[src/rtl/sbd_delay_mem.sv]
// sbd_delay_mem: filter delay store, one word {z1, z2} per stage and channel.
// Synchronous write, registered read; per-entry valid bits make unwritten entries read zero.
module sbd_delay_mem #(
    parameter int unsigned Depth = 8,
    parameter int unsigned AddrW = $clog2(Depth),
    parameter int unsigned DataW = 64
) (
    input  logic             aclk,
    input  logic             aresetn,
    input  logic             rd_en,
    input  logic [AddrW-1:0] rd_addr,
    output logic [DataW-1:0] rd_data,
    input  logic             wr_en,
    input  logic [AddrW-1:0] wr_addr,
    input  logic [DataW-1:0] wr_data
);

    logic [DataW-1:0] mem [Depth];
    logic [Depth-1:0] valid_reg;
    logic [DataW-1:0] rd_data_reg;
    logic             rd_valid_reg;

    always_ff @(posedge aclk) begin
        if (wr_en)
            mem[wr_addr] <= wr_data;
        if (rd_en)
            rd_data_reg <= mem[rd_addr];
    end

    always_ff @(posedge aclk) begin
        if (!aresetn) begin
            valid_reg    <= '0;
            rd_valid_reg <= 1'b0;
        end else begin
            if (wr_en)
                valid_reg[wr_addr] <= 1'b1;
            if (rd_en)
                rd_valid_reg <= valid_reg[rd_addr];
        end
    end

    assign rd_data = rd_valid_reg ? rd_data_reg : '0;

endmodule

[config.mk]
export PLATFORM = sky130hd
export DESIGN_NAME = sbd_delay_mem
export DESIGN_NICKNAME = d
export VERILOG_FILES = /design/src/rtl/sbd_delay_mem.sv
export SDC_FILE = /design/constraint.sdc
export NUM_CORES = 1
export LEC_CHECK = 0
export BUFFER_PORTS_ARGS = -buffer_cell sky130_fd_sc_hd__buf_4
export CAP_MARGIN = 20
export CORE_MARGIN = 3
export CORE_UTILIZATION = 30
export CTS_CLUSTER_DIAMETER = 120
export DETAILED_ROUTE_END_ITERATION = 6
export PLACE_DENSITY = 0.51
export RECOVER_POWER = 100
export SYNTH_ARGS = -nofsm -noshare
export SYNTH_HDL_FRONTEND = slang
export SYNTH_SLANG_ARGS = --single-unit
export TNS_END_PERCENT = 10
[constraint.sdc]
create_clock -name aclk -period 10.05 [get_ports aclk]
set_input_delay 3.015 -clock aclk [delete_from_list [all_inputs] [get_ports aclk]]
set_output_delay 3.015 -clock aclk [all_outputs]
set_load 0.01 [all_outputs]
; ---- Yosys cells after proc, flatten, opt, wreduce, memory -nomap -nowiden
; Memories as Yosys holds them, arrays and structs flattened. A register that Yosys moved wholly into a read port is not among the register bits.
; Index checks and enable logic that the tools add are counted.
[word_totals]
elab_cells = 15
in_bits = 74
output_inout_bits = 64
ramBits = 512
register_bits = 9
n_memories = 1
[classes]
order_cmp = 3
muxes = 7
bitwise_logic = 1
reduce_logical = 1
[mem_list]
columns = memory, words, word_bits, rd, rd_clocked_by_memory_dff, write_ports, line
row1 = mem, 8, 64, 1, 1, 1, 18  ; logic [DataW-1:0] mem [Depth];
[op_table]
columns = cell, n
row1 = 64-bit two-way mux, 1
row2 = "3-bit by 4-bit < comparator with 1-bit output, second input constant", 2
row3 = 8-bit bitwise OR, 1
row4 = 1-bit two-way mux, 4
row5 = 1-bit binary-select mux with 3-bit select, 1
row6 = 1-bit demux with 3-bit select, 1
row7 = "3-bit by 1-bit greater-or-equal comparator with 1-bit output, second input constant", 1
row8 = 1-bit logical AND, 1

; ---- Logic depth before layout (Yosys ltp)
; Gate-level depths: netlist of the first run.
[logic_depth]
word_depth = 5
mapped_depth = 6
ltp_nobuf = 3

; ---- Least setup slack after synthesis of the first run
; OpenSTA, ideal clock, no wires.
[synth_path]
path_kind = in2reg
start = input port wr_addr[2]
end = memory mem[0][0] (enable)
required_time_ns = 9.482
cell_stages = 2
path_buffers = 0
setup_time_ns = 0.568
slack_ns = 1.887
arrival_ns = 7.595
cell_sequence = nand2b_1 -> nor3_1
[synth_rtl]
columns = element, line
row1 = "start, declared", 14  ; input logic [AddrW-1:0] wr_addr,
row2 = "end, declared", 18
; Straight into the memory's write port.

; ---- Worst setup path after layout of the first run
[layout_path]
start = input port wr_addr[2]
end = memory mem[2][0] (enable)
; Straight into the memory's write port.

==> reports/qor.yml, run 1 <==
post-route-period-util_pct: 72.66
first_pass_iters: 4
design_power_total_mw: 5.073
end_kind: "flip-flop"
maxCapViolCount: 18
fin_skew_ps: 18.16
ctsResizeCount: 0
netlist_instances: 913
cts_setup_buffers: 0
violations: "capacitance limit, slew limit"
leakage_nw: 7.923
start_util_pct: 30.46
setup-violations-final: 0
dp_worst_setup_slack_ps: 4351
avgViaCountPerCell: 4.546
gp_congestion: 0.6708
fillCellCount: 6652
cts_tree: "done"
worst_pin_slew_ps: 4260
cts-root-buf: "clkbuf_16"
ys_warn_count: 0
grt_use_total_pct: 12.22
worstPathMaxFanout: 42
hold_viol: 0
peakVddDrop_uv: 122.8
ant_nets: 0
grt_antenna_before_repair: 8
die_w_um: 276.3
io_pins: 138
dp_hpwl_um: 25390
seq_area_frac_synth_pct: 79.71
portBuffers: 137
syn_nets: 987
synthToLayoutAreaGrowth_pct: 16.09
r2r_cells: 2
synth_area_um2: 21930
fp.coreArea_um2: 71980
worst-setup-path-type: "input pin to flip-flop"
synth_top_family_by_area: "multiplexers"
rsz0062_at_grt: "no"
ys_ff_latch: 585
cts_made_buffers: 56
drtIter0Drc: 465
fin_nets: 1157
wl_per_cell_um: 22.49
cp.required_ps: 10170
synthAdderAreaFrac_pct: 0
insertion_delay_ps: 600
vias: 9442
cts_sinks: 585
arrival_ps: 7430
synthMuxAreaShare_pct: 16.72
drcViolationCount: 0
min_path_cells: 1
syn_area_per_cell_um2: 24.02
finalCriticalPeriod_ps: 7303
holdPathEnd: "valid_reg[6]"
layout-drive-gt1-share_pct: 28.67
grt_overflow_total: 0
fin_setup_tns_ps: 0
cp-start-kind: "input pin"
synth_cell_types: 19
layout_setup_ws_ps: 2747
ff2ff_setup_slack_ps: 8340
r2r-end: "rd_valid_reg"
synthSimpleGateAreaFrac_pct: 2.094
relSlewSlack_pct: -184.0
drt-total-wl_um: 46720
r2r_start: "rd_valid_reg"
synth-xor-area-share_pct: 0
cts_max_level: 2
maxSlewViolCount: 613
fp-row-count: 98
grt_pass1_vias: 10383
largest_reg_flops: 512
synth-compound-area-share_pct: 0.3196
die_h_um: 276.3
grt_pass1_wl_um: 69840
clockBufferDepth: 3
fmax_mhz: 136.9
status: "finished with violations"
worstHoldStart: "valid_reg[6]"
grt_max_degree: 70
path_clk_slew_ps: 60
p_per_area_nw_per_um2: 199.3
hold_ws_ps: 461.8
ctsHoldBuffers: 0
hp-class: "flip-flop to flip-flop"
dieArea_um2: 76370
## worst max path at each step
stage                 startpoint               to  cells past startpoint
detailed placement    rd_addr[0]  rd_data_reg[15]                      4
CTS                 rd_valid_reg      rd_data[38]                      3
global placement      rd_addr[0]   rd_data_reg[2]                      4
finish                wr_addr[2]        mem[2][0]                      5
global route          rd_addr[0]  rd_data_reg[25]                      4
floorplan             wr_addr[2]        mem[0][0]                      2
## power breakdown
group / leakage [nW] / switching, mW / internal, mW
Clock: 0.840 / 0.860 / 1.15
Sequential: 5.35 / 0.0274 / 2.79
Combinational: 1.73 / 0.136 / 0.117
## Yosys cell counts (all sizes together)
library cell	n	share of area, %
nand2b	3	0.086
clkbuf	19	0.33
and2	64	1.8
edfxtp	576	79
dfxtp	9	0.82
mux2i	4	0.18
mux4	129	13
nor2	6	0.10
a21oi	1	0.023
buf	25	0.83
nand2	2	0.034
nor3	2	0.046
o21a	8	0.27
o21ai	1	0.023
mux2	64	3.3
## final cells by class
type,count,area [um^2],area share (%)
flip-flops and latches,585,17480,68.66
multi-input cells,284,4208,16.53
clock buffers,70,1496,5.879
well taps,950,1189,4.670
repair buffers,156,844.6,3.318
clock inverters,28,229.0,0.8996
diodes,4,10.01,0.03933
## kinds of logic (layout without fill, tap and decap cells)
| group | after synthesis | in the layout |
|---|---|---|
| AO/OA/AOI/OAI | 10 | 10 |
| buffers and inverters | 44 | 254 |
| flip-flops | 585 | 585 |
| multiplexers | 197 | 197 |
| other | 0 | 4 |
| AND/OR/NAND/NOR | 77 | 77 |
## worst max-delay path: stages
cell and delay, ps:
clkbuf_1 80, nand2b_1 240, nor2_1 560, clkbuf_1 1080, clkbuf_1 2400
## per-layer routing
metal	up-vias	global-route usage, %	part of all wire [%]
met1	5043	16.08	43
met5	-	0	0.12
li1	4156	-	-
met4	8	2.437	1.5
met2	180	20.55	50
met3	55	3.166	5.5
## cells in the final DEF, fill, tap and decap left out
| master | count |
|---|---|
| a21oi_1 | 1 |
| and2_0 | 55 |
| and2_1 | 9 |
| buf_4 | 64 |
| buf_6 | 1 |
| buf_8 | 1 |
| bufinv_16 | 4 |
| clkbuf_1 | 102 |
| clkbuf_16 | 58 |
| clkinv_1 | 18 |
| clkinv_2 | 5 |
| clkinv_8 | 1 |
| dfxtp_1 | 9 |
| diode_2 | 4 |
| edfxtp_1 | 576 |
| mux2_1 | 7 |
| mux2_2 | 57 |
| mux2i_1 | 4 |
| mux4_2 | 129 |
| nand2_1 | 2 |
| nand2b_1 | 3 |
| nor2_1 | 5 |
| nor2_4 | 1 |
| nor3_1 | 1 |
| nor3_2 | 1 |
| o21a_1 | 8 |
| o21ai_0 | 1 |
## metrics by stage
stage	area [um^2]	utilization, %	instances
finish	25450	35.36	2077
CTS	25840	35.90	2072
floorplan	21930	-	913
detailed placement	24110	33.50	1974
global route	25440	35.35	2073
global placement	24080	33.46	1973
No activity file was read; power rests on OpenSTA's default activity.
==> run 2: changes to the inputs <==
- ABC_AREA: not set -> 1
- clock period: 10.05 -> 7.2 ns (I/O delays scaled with it)
==> run 2 against run 1 <==
Compared with the run above: the flow still finishes with violations (capacitance limit, slew limit); synthesized cell count increased by 88%; power grew 48%; register-to-register slack got worse by 3700 ps; clock skew grew 0.98 ps; critical path depth is 1 lower; combinational power up 62%; critical endpoint is now mem[7][10].
==> reports/qor.yml, run 2 <==
drtIter0Drc: 882  # +90%
grt_antenna_before_repair: 9  # +1
synthToLayoutAreaGrowth_pct: 15.32
fp.coreArea_um2: 73700  # +2.4%
cts_sinks: 585  # unchanged
netlist_instances: 1717  # +88%
peakVddDrop_uv: 186.8  # +52%
cp-start-kind: "input pin"
dp_worst_setup_slack_ps: 2298  # -2053 ps
synth_most_common_cell: "edfxtp_1"
ant_nets: 0  # unchanged
gp_congestion: 0.6989  # +4.2%
design_power_total_mw: 7.505  # +48%
dp_hpwl_um: 29420  # +16%
syn_nets: 1791  # +81%
layout-drive-gt1-share_pct: 6.098  # -23 points
syn_area_per_cell_um2: 13.12  # -45%
first_pass_iters: 5  # +1
ctsHoldBuffers: 0  # unchanged
holdPathEnd: "valid_reg[4]"
synth_edf_count: 576  # unchanged
final_cell_mix: "edfxtp_1, nor2_1, nand2_1, o21ai_0, clkbuf_1"
largest_reg_flops: 512  # unchanged
cts_max_level: 2  # unchanged
finalCriticalPeriod_ps: 5580
final_cells: 2852  # +37%
avgViaCountPerCell: 4.752  # +4.5%
async_flop_share_pct: 0  # unchanged
relSlewSlack_pct: -99.85  # +84 points
fmax_mhz: 179.2
maxSlewViolCount: 521  # -15%
crit_chain: "clkbuf_4 > nand2_1 > nor2_1 > clkbuf_1"
r2r_start: "rd_valid_reg"
layout_commonest_cell: "edfxtp_1"
dieArea_um2: 78430  # +2.7%
synth_common_cells: "edfxtp_1, nor2_1, nand2_1"
drcViolationCount: 0  # unchanged
layout_setup_ws_ps: 1620  # -1127 ps
path_clk_slew_ps: 60  # about the same
grt_overflow_total: 0  # unchanged
ys_warn_count: 0  # unchanged
max_stage_delay_ps: 1850  # -550 ps
ctsResizeCount: 0  # unchanged
die_h_um: 280.0  # +1.3%
clockBufferDepth: 3  # unchanged
grt_use_total_pct: 14.58  # +2.4 points
synth_top_area_share_pct: 76.77  # -2.1 points
grt_pass1_vias: 13829  # +33%
die_w_um: 280.0  # +1.3%
grt_pass1_wl_um: 86710  # +24%
insertion_delay_ps: 610  # about the same
vias: 13554  # +44%
synth_area_leader_cell: "edfxtp_1"
ff2ff_setup_slack_ps: 4600  # -3740 ps
worstPathMaxFanout: 24  # -43%
crit_slowest_cell: "nor2_1"
rsz0062_at_grt: "no"
cts_tree: "done"
dp.cells: 2731  # +38%
fin_nets: 1909  # +65%
start_util_pct: 30.57  # +0.11 points
min_path_cells: 2  # +1
fin_setup_tns_ps: 0  # unchanged
dominantRegCellSynth: "edfxtp_1"
worst-setup-path-type: "input pin to flip-flop"
fp-row-count: 99  # +1.0%
violations: "capacitance limit, slew limit"
worst_pin_slew_ps: 2987  # -1273 ps
leakage_nw: 8.947  # +13%
io_pins: 138  # unchanged
synth_area_um2: 22530  # +2.8%
fin_skew_ps: 19.14  # +0.9835 ps
cp.required_ps: 7400  # -2770 ps
seq_area_frac_synth_pct: 77.57  # -2.1 points
hold_viol: 0  # unchanged
hold_ws_ps: 472.1  # +10.32 ps
worstHoldStart: "valid_reg[4]"
ys_top_cells_by_area: "edfxtp_1, o21ai_0, nor2_1, nand2_1, o22ai_1"
wl_per_cell_um: 20.23  # -10%
setup-violations-final: 0  # unchanged
cts_setup_buffers: 0  # unchanged
grt_max_degree: 139  # +99%
end_kind: "flip-flop"
post-route-period-util_pct: 77.50
arrival_ps: 5780  # -1650 ps
p_per_area_nw_per_um2: 288.8  # +45%
synth_cell_types: 15  # -4
hp-class: "flip-flop to flip-flop"
cts-root-buf: "clkbuf_16"
maxCapViolCount: 18  # unchanged
portBuffers: 137  # unchanged
ys_ff_latch: 585  # unchanged
status: "finished with violations"
drt-total-wl_um: 57710  # +24%
r2r-end: "rd_valid_reg"
r2r_cells: 3  # +1
cts_made_buffers: 60  # +7.1%
[run 2: changes by cell type after synthesis, sizes merged, moves of 83 or more]
cell,change
nor2,+278
nand2,+265
o21ai,+256
mux4,-129
o22ai,+128
inv,+83
[run 2: worst max-delay path by stage]
stage	startpoint	end	slack (ps)	cells after the start
floorplan	wr_en	mem[4][0]	1660	4
global placement	rd_addr[1]	rd_data_reg[38]	2370	7
detailed placement	rd_addr[1]	rd_data_reg[32]	2300	7
CTS	rd_valid_reg	rd_data[48]	2450	4
global route	wr_addr[2]	mem[4][15]	1310	6
finish	wr_addr[0]	mem[7][10]	1620	4
[run 2: worst max-delay path, delay by kind of cell]
family                 cells  cell delay (ps)
buffers and inverters      2             1620
AND/OR/NAND/NOR            2             1990
[run 2: cells by family (layout without fill, tap and decap cells)]
family                 after synthesis  in the layout  synth area share (%)
DFF                                585            585                 77.57
and+or+nand+nor                    557            557                 9.313
AOI/OAI and AO/OA                  386            386                 9.285
buffers and inverters              189            358                 3.832
other                                0              7                     0
[run 2: power breakdown]
group	internal (mW)	switching, mW	leakage (nW)
clock network	1.89	1.28	0.988
logic	0.107	0.304	2.60
registers	3.89	0.0358	5.36
[run 2: area by class of cell]
type	count	area, um^2
fillers	7134	47720
flip-flops and latches	585	17480
multi-input cells	943	4198
clock buffers	74	1597
well taps	959	1200
repair buffers	162	752.0
clock inverters	39	424.2
inverters	83	317.8
diodes	7	17.52
[run 2: stage by stage]
step | instance area, um^2 | utilization [%]
finish | 25980 | 35.25
global route | 25970 | 35.24
CTS | 26520 | 35.98
detailed placement | 24500 | 33.24
global placement | 24480 | 33.21
floorplan | 22530 | -
[run 2: routing by layer]
metal,wire length [um],track usage (%),up-vias
met2,28830,25.54,260
met1,25150,18.45,6814
met4,1384,4.649,6
met5,51,0,-
li1,-,-,6385
met3,2294,2.413,89
