`src/rtl/sbd_pkg.sv`:
```
// sbd_pkg: shared constants, tables, state types and helper functions
// for the split-band de-esser. No dependencies; imported by split_band_deesser_unit and sbd_gain_unit.
package sbd_pkg;

    localparam int unsigned MAX_STAGES = 4;

    localparam logic [23:0] ONE_Q23    = 24'd8388608;
    localparam logic [23:0] NEAR_UNITY = 24'd8387769;
    localparam logic [23:0] ENV_FLOOR  = 24'd8;

    // 1/256 dB per octave (Q16) and octaves per 1/256 dB (Q32)
    localparam logic signed [27:0] DB256_PER_OCT = 28'sd101008905;
    localparam logic [21:0]        OCT_PER_DB256 = 22'd2786635;

    // 2^(-2^-k) in Q30, k = 1..12
    localparam logic [29:0] POW2_NEG_Q30 [12] = '{
        30'd759250125,  30'd902905651,  30'd984625594,  30'd1028218693,
        30'd1050733751, 30'd1062175491, 30'd1067954479, 30'd1070838486,
        30'd1072289172, 30'd1073015252, 30'd1073378436, 30'd1073560135
    };

    // configuration register indexes
    localparam logic [2:0] REG_COEF_B0   = 3'd0;
    localparam logic [2:0] REG_COEF_A1   = 3'd1;
    localparam logic [2:0] REG_COEF_A2   = 3'd2;
    localparam logic [2:0] REG_THRESHOLD = 3'd3;
    localparam logic [2:0] REG_AMOUNT    = 3'd4;
    localparam logic [2:0] REG_ATTACK    = 3'd5;
    localparam logic [2:0] REG_RELEASE   = 3'd6;
    localparam logic [2:0] REG_CONTROL   = 3'd7;

    typedef enum logic [3:0] {
        ST_IDLE, ST_RD, ST_MUL_B, ST_Y, ST_MUL_A1, ST_MUL_A2, ST_WR,
        ST_ENV_MUL, ST_ENV, ST_GAIN, ST_OUT_L, ST_OUT_R, ST_DONE
    } ctl_state_t;

    typedef enum logic [2:0] {
        G_IDLE, G_NORM, G_LOG, G_DB, G_CURVE, G_OCT, G_EXP, G_FIN
    } gain_state_t;

    typedef struct packed {
        logic              start;
        logic [23:0]       env;
        logic [14:0]       threshold;
        logic [13:0]       amount;
    } gain_req_t;

    typedef struct packed {
        logic              done;
        logic signed [13:0] gain;
        logic [23:0]       glin;
    } gain_rsp_t;

    function automatic logic signed [23:0] sat24(input logic signed [63:0] v);
        logic signed [23:0] r;
        if (v > 64'sd8388607)
            r = 24'sh7FFFFF;
        else if (v < -64'sd8388608)
            r = 24'sh800000;
        else
            r = v[23:0];
        return r;
    endfunction

    function automatic logic signed [31:0] sat32(input logic signed [63:0] v);
        logic signed [31:0] r;
        if (v > 64'sd2147483647)
            r = 32'sh7FFFFFFF;
        else if (v < -64'sd2147483648)
            r = 32'sh80000000;
        else
            r = v[31:0];
        return r;
    endfunction

    function automatic logic [23:0] mag24(input logic signed [23:0] v);
        logic signed [24:0] w;
        w = 25'(v);
        if (w < 0)
            w = -w;
        return w[23:0];
    endfunction

endpackage

```
`src/rtl/sbd_gain_unit.sv`:
```
// sbd_gain_unit: envelope to dB (log2 by repeated squaring), reduction curve,
// and dB to linear gain (table of 2^-2^-k factors). Depends on sbd_pkg.
module sbd_gain_unit
    import sbd_pkg::*;
(
    input  logic      aclk,
    input  logic      aresetn,
    input  gain_req_t req,
    output gain_rsp_t rsp
);

    gain_state_t gstate_reg, gstate_next;

    logic [23:0]        env_reg;
    logic [4:0]         p_reg;
    logic [23:0]        m_reg;
    logic [15:0]        frac_reg;
    logic [3:0]         it_reg;
    logic signed [49:0] dbp_reg;
    logic signed [13:0] gain_reg;
    logic [18:0]        t_reg;
    logic [30:0]        g_reg;
    logic [3:0]         k_reg;

    logic [23:0]        env_c;
    logic [4:0]         lead;
    logic [47:0]        sq;
    logic [24:0]        ms;
    logic signed [5:0]  oct_int;
    logic signed [21:0] lg;
    logic signed [49:0] db_rnd;
    logic signed [26:0] excess;
    logic signed [28:0] red;
    logic signed [28:0] amount_c;
    logic signed [13:0] gain_next;
    logic [34:0]        t_prod;
    logic [60:0]        g_prod;
    logic [11:0]        part;
    logic [30:0]        g_shift;

    always_comb begin
        env_c = env_reg;
        if (env_c < ENV_FLOOR)
            env_c = ENV_FLOOR;
        else if (env_c > ONE_Q23)
            env_c = ONE_Q23;
        lead = '0;
        for (int i = 0; i < 24; i++)
            if (env_c[i])
                lead = 5'(i);
    end

    assign sq      = 48'(m_reg) * 48'(m_reg);
    assign ms      = sq[47:23];
    assign oct_int = $signed({1'b0, p_reg}) - 6'sd23;
    assign lg      = $signed({oct_int, frac_reg});
    assign db_rnd  = (dbp_reg + (50'sd1 <<< 23)) >>> 24;
    assign excess  = 27'(db_rnd) - 27'($signed(req.threshold));

    always_comb begin
        amount_c = 29'($signed(req.amount));
        if (amount_c > 0)
            amount_c = '0;
        else if (amount_c < -29'sd6144)
            amount_c = -29'sd6144;
        red = '0;
        if (excess > 0) begin
            red = -((29'(excess) * 29'sd3 + 29'sd2) >>> 2);
            if (red < amount_c)
                red = amount_c;
        end
        gain_next = 14'(red);
    end

    // cut magnitude is at most 6144, zero-extended before the multiply
    assign t_prod  = (35'($unsigned(-gain_reg)) * 35'(OCT_PER_DB256) + 35'd32768) >> 16;
    assign part    = t_reg[15:4];
    assign g_prod  = 61'(g_reg) * 61'(POW2_NEG_Q30[k_reg]) + (61'd1 << 29);
    assign g_shift = g_reg >> t_reg[18:16];

    always_ff @(posedge aclk) begin
        if (!aresetn)
            gstate_reg <= G_IDLE;
        else
            gstate_reg <= gstate_next;
    end

    always_comb begin
        gstate_next = gstate_reg;
        unique case (gstate_reg)
            G_IDLE:  if (req.start) gstate_next = G_NORM;
            G_NORM:  gstate_next = G_LOG;
            G_LOG:   if (it_reg == 4'd15) gstate_next = G_DB;
            G_DB:    gstate_next = G_CURVE;
            G_CURVE: gstate_next = (gain_next < 0) ? G_OCT : G_FIN;
            G_OCT:   gstate_next = G_EXP;
            G_EXP:   if (k_reg == 4'd11) gstate_next = G_FIN;
            G_FIN:   gstate_next = G_IDLE;
            default: gstate_next = G_IDLE;
        endcase
    end

    always_ff @(posedge aclk) begin
        unique case (gstate_reg)
            G_IDLE: if (req.start) env_reg <= req.env;
            G_NORM: begin
                p_reg    <= lead;
                m_reg    <= 24'(env_c << (5'd23 - lead));
                frac_reg <= '0;
                it_reg   <= '0;
            end
            G_LOG: begin
                m_reg    <= ms[24] ? ms[24:1] : ms[23:0];
                frac_reg <= {frac_reg[14:0], ms[24]};
                it_reg   <= it_reg + 4'd1;
            end
            G_DB:    dbp_reg <= 50'(lg) * 50'(DB256_PER_OCT);
            G_CURVE: begin
                gain_reg <= gain_next;
                g_reg    <= 31'd1 << 30;
                t_reg    <= '0;
            end
            G_OCT: begin
                t_reg <= 19'(t_prod);
                k_reg <= '0;
            end
            G_EXP: begin
                if (part[4'd11 - k_reg])
                    g_reg <= 31'(g_prod >> 30);
                k_reg <= k_reg + 4'd1;
            end
            G_FIN:   ;
            default: ;
        endcase
    end

    assign rsp.done = (gstate_reg == G_FIN);
    assign rsp.gain = gain_reg;
    assign rsp.glin = 24'((g_shift + 31'd64) >> 7);

endmodule
```
`config.mk`:
```
export PLATFORM = sky130hd
export DESIGN_NAME = sbd_gain_unit
export DESIGN_NICKNAME = d
export VERILOG_FILES = /design/src/rtl/sbd_pkg.sv /design/src/rtl/sbd_gain_unit.sv
export SDC_FILE = /design/constraint.sdc
export NUM_CORES = 2
export LEC_CHECK = 0
export BUFFER_PORTS_ARGS = -buffer_cell sky130_fd_sc_hd__buf_2
export CAP_MARGIN = 20
export CORE_ASPECT_RATIO = 1.2
export CORE_UTILIZATION = 66
export DETAILED_ROUTE_END_ITERATION = 8
export MAX_ROUTING_LAYER = met4
export PLACE_DENSITY = 0.83
export SLEW_MARGIN = 20
export SYNTH_ARGS = -nofsm -noshare
export SYNTH_HDL_FRONTEND = slang
export SYNTH_SLANG_ARGS = --single-unit
```
`constraint.sdc`:
```
create_clock -name aclk -period 10.83 [get_ports aclk]
set_input_delay 2.166 -clock aclk [delete_from_list [all_inputs] [get_ports aclk]]
set_output_delay 2.166 -clock aclk [all_outputs]
set_load 0.05 [all_outputs]
```
==> After elaboration in Yosys (flattened, before gate mapping) <==
Memories as Yosys holds them, arrays and structs flattened.
Cells that the tools add are included.
W data, S select, Z words.
{ "classes": {"shift": 2, "eq_ne": 13, "muxes": 46, "n_lt_le_gt_ge": 9, "add_sub_neg": 13, "mul": 5, "bitwise": 1, "reduce_logical": 8} }
{ "op_table": {"columns": ["operator", "n"], "rows": [
  ["$mux W5", 20],
  ["$mux W24", 3],
  ["$pmux W31 S2", 1],
  ["$add A61 B30 Y61 const B", 1],
  ["$mul A31 B30 Y61", 1],
  ["$mux W30", 2],
  ["$mux W29", 2],
  ["$add A50 B25 Y50 const B", 1],
  ["$mul A22 B28 Y50 const B", 1],
  ["$mul A24 B24 Y48", 1],
  ["$pmux W24 S2", 1],
  ["$pmux W19 S2", 1],
  ["$add A35 B16 Y35 const B", 1],
  ["$mul A14 B22 Y35 const B", 1],
  ["$pmux W16 S2", 1],
  ["$add A31 B7 Y31 const B", 1],
  ["$mux W31", 1],
  ["$shr A31 B3 Y31", 1],
  ["$add A29 B3 Y29 const B", 1],
  ["$lt A29 B29 Y1", 1],
  ["$mul A27 B3 Y29 const B", 1],
  ["$neg A27 Y29", 1],
  ["$mux W14", 2],
  ["$gt A27 B1 Y1 const B", 1],
  ["other kinds (30)", 49]
]} }
{ "totals": {"output_inout_bits": 39, "word_cells": 109, "register_bits": 194, "inputBits": 56, "rom_bits": 480, "mem_count": 1} }
{ "memory_table": {"columns": ["name", "depth", "word_bits", "rd", "rd_clocked_by_memory_dff", "write_ports", "line_no", "source"], "rows": [
  ["(name not given)", 16, 30, 1, 0, 0, "sbd_gain_unit.sv:78", "assign g_prod = 61'(g_reg) * 61'(POW2_NEG_Q30[k_reg]) + (61'd1 << 29);"]
]} }

==> Depth between registers and ports, before layout <==
{ "depth": {"depth_word": 29, "ltp_mapped": 38} }

==> Least setup slack after synthesis <==
OpenSTA, ideal clock, no wires.
{ "synth_path": {"kind": "input to register", "start": "input port req[14] in the netlist's numbering", "end": "register gain_reg[7], data pin", "slack_ns": 1.121, "n_path_buf": 1, "arrival_time_ns": 9.506, "path_stages": 34, "path_cell_list": "ha_1 > inv_1 > fa_1 > a21o_1 > a21oi_1 > o21ai_1 > a211oi_1 > nor2_1 > nor2_1 > nor2b_1 > o21ai_0 > o31a_1 > ha_1 > ha_1 > and4_1 > and2_1 > o21ai_0 > nand4_1 > a41oi_1 > o22ai_1 > xnor2_1 > or3b_1 > or3b_4 > nor3_1 > nor2_1 > ha_1 > nand4_1 > or3_1 > o221ai_1 > mux2_2 > a221oi_1 > clkbuf_1 > nor2_1 > a2111oi_1"} }
{ "synth_between": {"elab_chain_cells": 7, "elab_cells_between_ends": 8} }
{ "synth_lines": {"columns": ["element", "line_no", "source"], "rows": [
  ["start: declaration", "sbd_gain_unit.sv:8", "input gain_req_t req,"],
  ["$sub A26 B15 Y27 *", "sbd_gain_unit.sv:58", "assign excess = 27'(db_rnd) - 27'($signed(req.threshold));"],
  ["$mul A27 B3 Y29", "sbd_gain_unit.sv:68", "red = -((29'(excess) * 29'sd3 + 29'sd2) >>> 2);"],
  ["$add A29 B3 Y29", "sbd_gain_unit.sv:68", null],
  ["$neg A27 Y29", "sbd_gain_unit.sv:68", null],
  ["$lt A29 B29 Y1", "sbd_gain_unit.sv:69", "if (red < amount_c)"],
  ["$mux W14", "sbd_gain_unit.sv:69", null],
  ["$mux W14 *", "sbd_gain_unit.sv:67", "if (excess > 0) begin"],
  ["end signal: assignment", "sbd_gain_unit.sv:119", "gain_reg <= gain_next;"],
  ["end: declaration", "sbd_gain_unit.sv:20", "logic signed [13:0] gain_reg;"]
]} }
Every way passes the cells marked *; elsewhere a longest branch is shown, timed or not.
A chain may end at the register's enable or synchronous reset.

==> Worst setup path in the final report <==
{ "layout_path": {"start": "register k_reg[2]", "end": "register g_reg[30], data pin"} }
{ "layout_between": {"elab_chain_cells": 8} }
{ "layout_lines": {"columns": ["element", "line_no", "source"], "rows": [
  ["start: declaration", "sbd_gain_unit.sv:23", "logic [3:0] k_reg;"],
  ["start signal: assignment", "sbd_gain_unit.sv:130", "k_reg <= k_reg + 4'd1;"],
  ["$not A4 Y5 (implied by the code)", "sbd_gain_unit.sv:78", null],
  ["$mem_v2 Z16 W30", null, null],
  ["$mux W30 (implied by the code) (2 in series)", "sbd_gain_unit.sv:78", null],
  ["$mul A31 B30 Y61", "sbd_gain_unit.sv:78", null],
  ["$add A61 B30 Y61", "sbd_gain_unit.sv:78", null],
  ["$mux W31", "sbd_gain_unit.sv:128", "if (part[4'd11 - k_reg])"],
  ["$pmux W31 S2", "sbd_gain_unit.sv:104", "unique case (gstate_reg)"],
  ["end signal: assignment", "sbd_gain_unit.sv:120", "g_reg <= 31'd1 << 30;"],
  ["end signal: assignment", "sbd_gain_unit.sv:129", "g_reg <= 31'(g_prod >> 30);"],
  ["end: declaration", "sbd_gain_unit.sv:22", "logic [30:0] g_reg;"]
]} }
No other way between the ends. The select of a mux whose other input is x is not followed.

==> impl_metrics.toml <==
[run_status]
outcome = "completed"

[critical_path]
crit_start = "k_reg[2]"
crit_type = "register to register"
r2r-end = "g_reg[30]"
slowest_stage = "a21oi_2"
critPathArrivalTime_ns = 10.49
max_stage_delay_ns = 0.84
critPathMaxFanout = 24
cp_common_cell = "fa_1"
critPathCaptureType = "register"
regToRegSetupSlack_ns = 0.58
r2r_cells = 29
crit_required_ns = 11.07
critPathCapture = "g_reg[30]"
critPathLaunchType = "register"
timing.rr.start = "k_reg[2]"

[layout]
areaGrowthSynthToFinish_pct = 3.80
area.sequential_sq_um = 4980
num-fill-cells = 7887
largest_reg_flops = 31
final_cell_mix = "1790 x inv_1, 1421 x fa_1, 956 x ha_1"
multiInputGateArea_sq_um = 57200
final_common_cell = "inv_1"
drive_gt1_share_pct = 4.75
final_nets = 9907

[synth]
syn-num-nets = 9982
yosysTopAreaCell = "fa_1"
ys_ff_latch = 167
synth_top_area_share_pct = 40.6
yosysWarnings = 0
synthArstFlopShare_pct = 0
ys_seq_area_share_pct = 7.12
synth.top_cells.by_area = "fa_1 41%, ha_1 17%, inv_1 9.6%"
syn_area_per_cell_sq_um = 9.27
synth_cell_type_count = 102
synth_ff_type = "edfxtp_1"
syn_area_sq_um = 70000
synth_edf_count = 164
netlist_instances = 7549

[timing]
min_period_over_period_pct = 94.6
setup_viol = 0
worst_slew_pin_slew_ns = 1.19
finClkSkew_ns = 0.0204
final_hold_viol_count = 0
slew_violations = 0
rsz0062_at_grt = "no"
final.setup.tns_ns = 0
slew_headroom_pct = 20.9
layout_min_cycle_time_ns = 10.25
fmax_ghz = 0.0976

[clock_network]
numCtsBuffers = 17
clk_pin_slew_ns = 0.08
cts_setup_buffers = 0
htree_levels = 4
ctsResizeCount = 0
postCtsHoldBufs = 0
cts_tree = "yes"
cts.sinks = 167
clkLatencyLatePin_ns = 0.50
cts_max_path_buffers = 2
root_buffer = "clkbuf_16"

[floorplanning]
io_pins = 95
coreArea_sq_um = 105000
initial_core_util_pct = 66.7
std_cell_rows = 130
die-width_um = 299
die-area_sq_um = 107000
die_y_um = 359

[flow_run]
cap_violations = 0

[global_route]
grt_antenna_before_repair = 12
grt_pass1_vias = 58327
track_usage_pct = 35.8
grt_max_degree = 37
grt_pass1_wl_um = 292000
globalRouteOverflowTotal = 0

[routing]
drt.antenna.violating_nets = 0
avgViaCountPerCell = 5.91
finalWirelength_um = 178000
routedWlPerCell_um = 20.0
drt_iter0_markers = 3474
drc = 0
vias = 52492
dr.pass1.iters = 6

[min_path]
hp-class = "register to register"

[place]
detailedPlacementHpwl_um = 143000
numPortBuffers = 94
place.gp.congestion = 0.971
## cell type report
class / instances / share of cell area (%)
multi-input combinational: 5289 / 78.8
inverter: 1793 / 9.26
tap: 1386 / 2.39
timing repair buffer: 206 / 1.84
clock buffer: 17 / 0.586
clock inverter: 15 / 0.243
sequential: 167 / 6.86
antenna: 16 / 0.0551
## metrics by stage
stage	std cells	worst slack [ns]	util (%)	hold WS (ns)	area, sq um
after detailed placement	8838	0.427	68.6	0.593	72000
after CTS	8870	0.712	69.2	0.606	72600
after floorplan	7549	1.12	-	0.561	70000
after global routing	8886	0.0434	69.2	0.627	72600
after global placement	8838	0.571	68.6	0.579	71900
final	8889	0.580	69.3	0.608	72700
## cell usage after synthesis, types with 13 or more instances
master / number
inv_1: 1790
fa_1: 1421
ha_1: 956
nand2_1: 948
and2_1: 304
clkbuf_1: 274
nor2_1: 257
a21oi_1: 178
edfxtp_1: 164
xnor2_1: 155
nor2b_1: 107
o21ai_0: 101
xor2_1: 90
nand3_1: 70
a21o_1: 63
nor3_1: 61
mux2i_1: 48
nand2b_1: 46
a211oi_1: 33
a31oi_1: 31
o21a_1: 31
nand4_1: 30
and3_1: 28
mux4_2: 20
nor4_1: 20
mux2_2: 17
o21bai_1: 17
or3_1: 15
buf_2: 13
## worst min-delay path by stage
stage                    from   endpoint  cells after the start
floorplan           it_reg[0]  it_reg[0]                      1
global placement    it_reg[0]  it_reg[0]                      1
detailed placement  it_reg[0]  it_reg[0]                      1
CTS                 it_reg[0]  it_reg[0]                      1
global route        it_reg[0]  it_reg[0]                      1
finish              it_reg[0]  it_reg[0]                      1
## per-layer routing
metal | up-vias | global-route usage, % | part of all wire (%)
li1 | 23038 | - | -
met1 | 26295 | 39.4 | 35
met2 | 2280 | 61.1 | 50
met3 | 879 | 5.59 | 7.4
met4 | 0 | 22.2 | 7.2
met5 | - | - | 0
## critical path, delay by kind of cell (launching register included)
family	cells	cell delay (ns)
fa+ha+maj	9	4.29
compound gates	8	2.97
simple gates	7	1.17
flops	1	0.82
buf+inv	5	0.72
## cell families (layout without fill, tap and decap cells)
group / after synthesis / after routing / synth area share (%)
other: 0 / 16 / 0
adders and majority gates: 2377 / 2377 / 57.7
AOI/OAI and AO/OA: 623 / 623 / 5.91
and+or+nand+nor: 1958 / 1958 / 13.2
xor gates and xnor gates: 245 / 245 / 3.07
DFF: 167 / 167 / 7.12
buffers and inverters: 2093 / 2031 / 11.3
muxes: 86 / 86 / 1.62
Power is not shown: default switching activity piles up to over one toggle a cycle in this logic, so the estimate is an artifact.
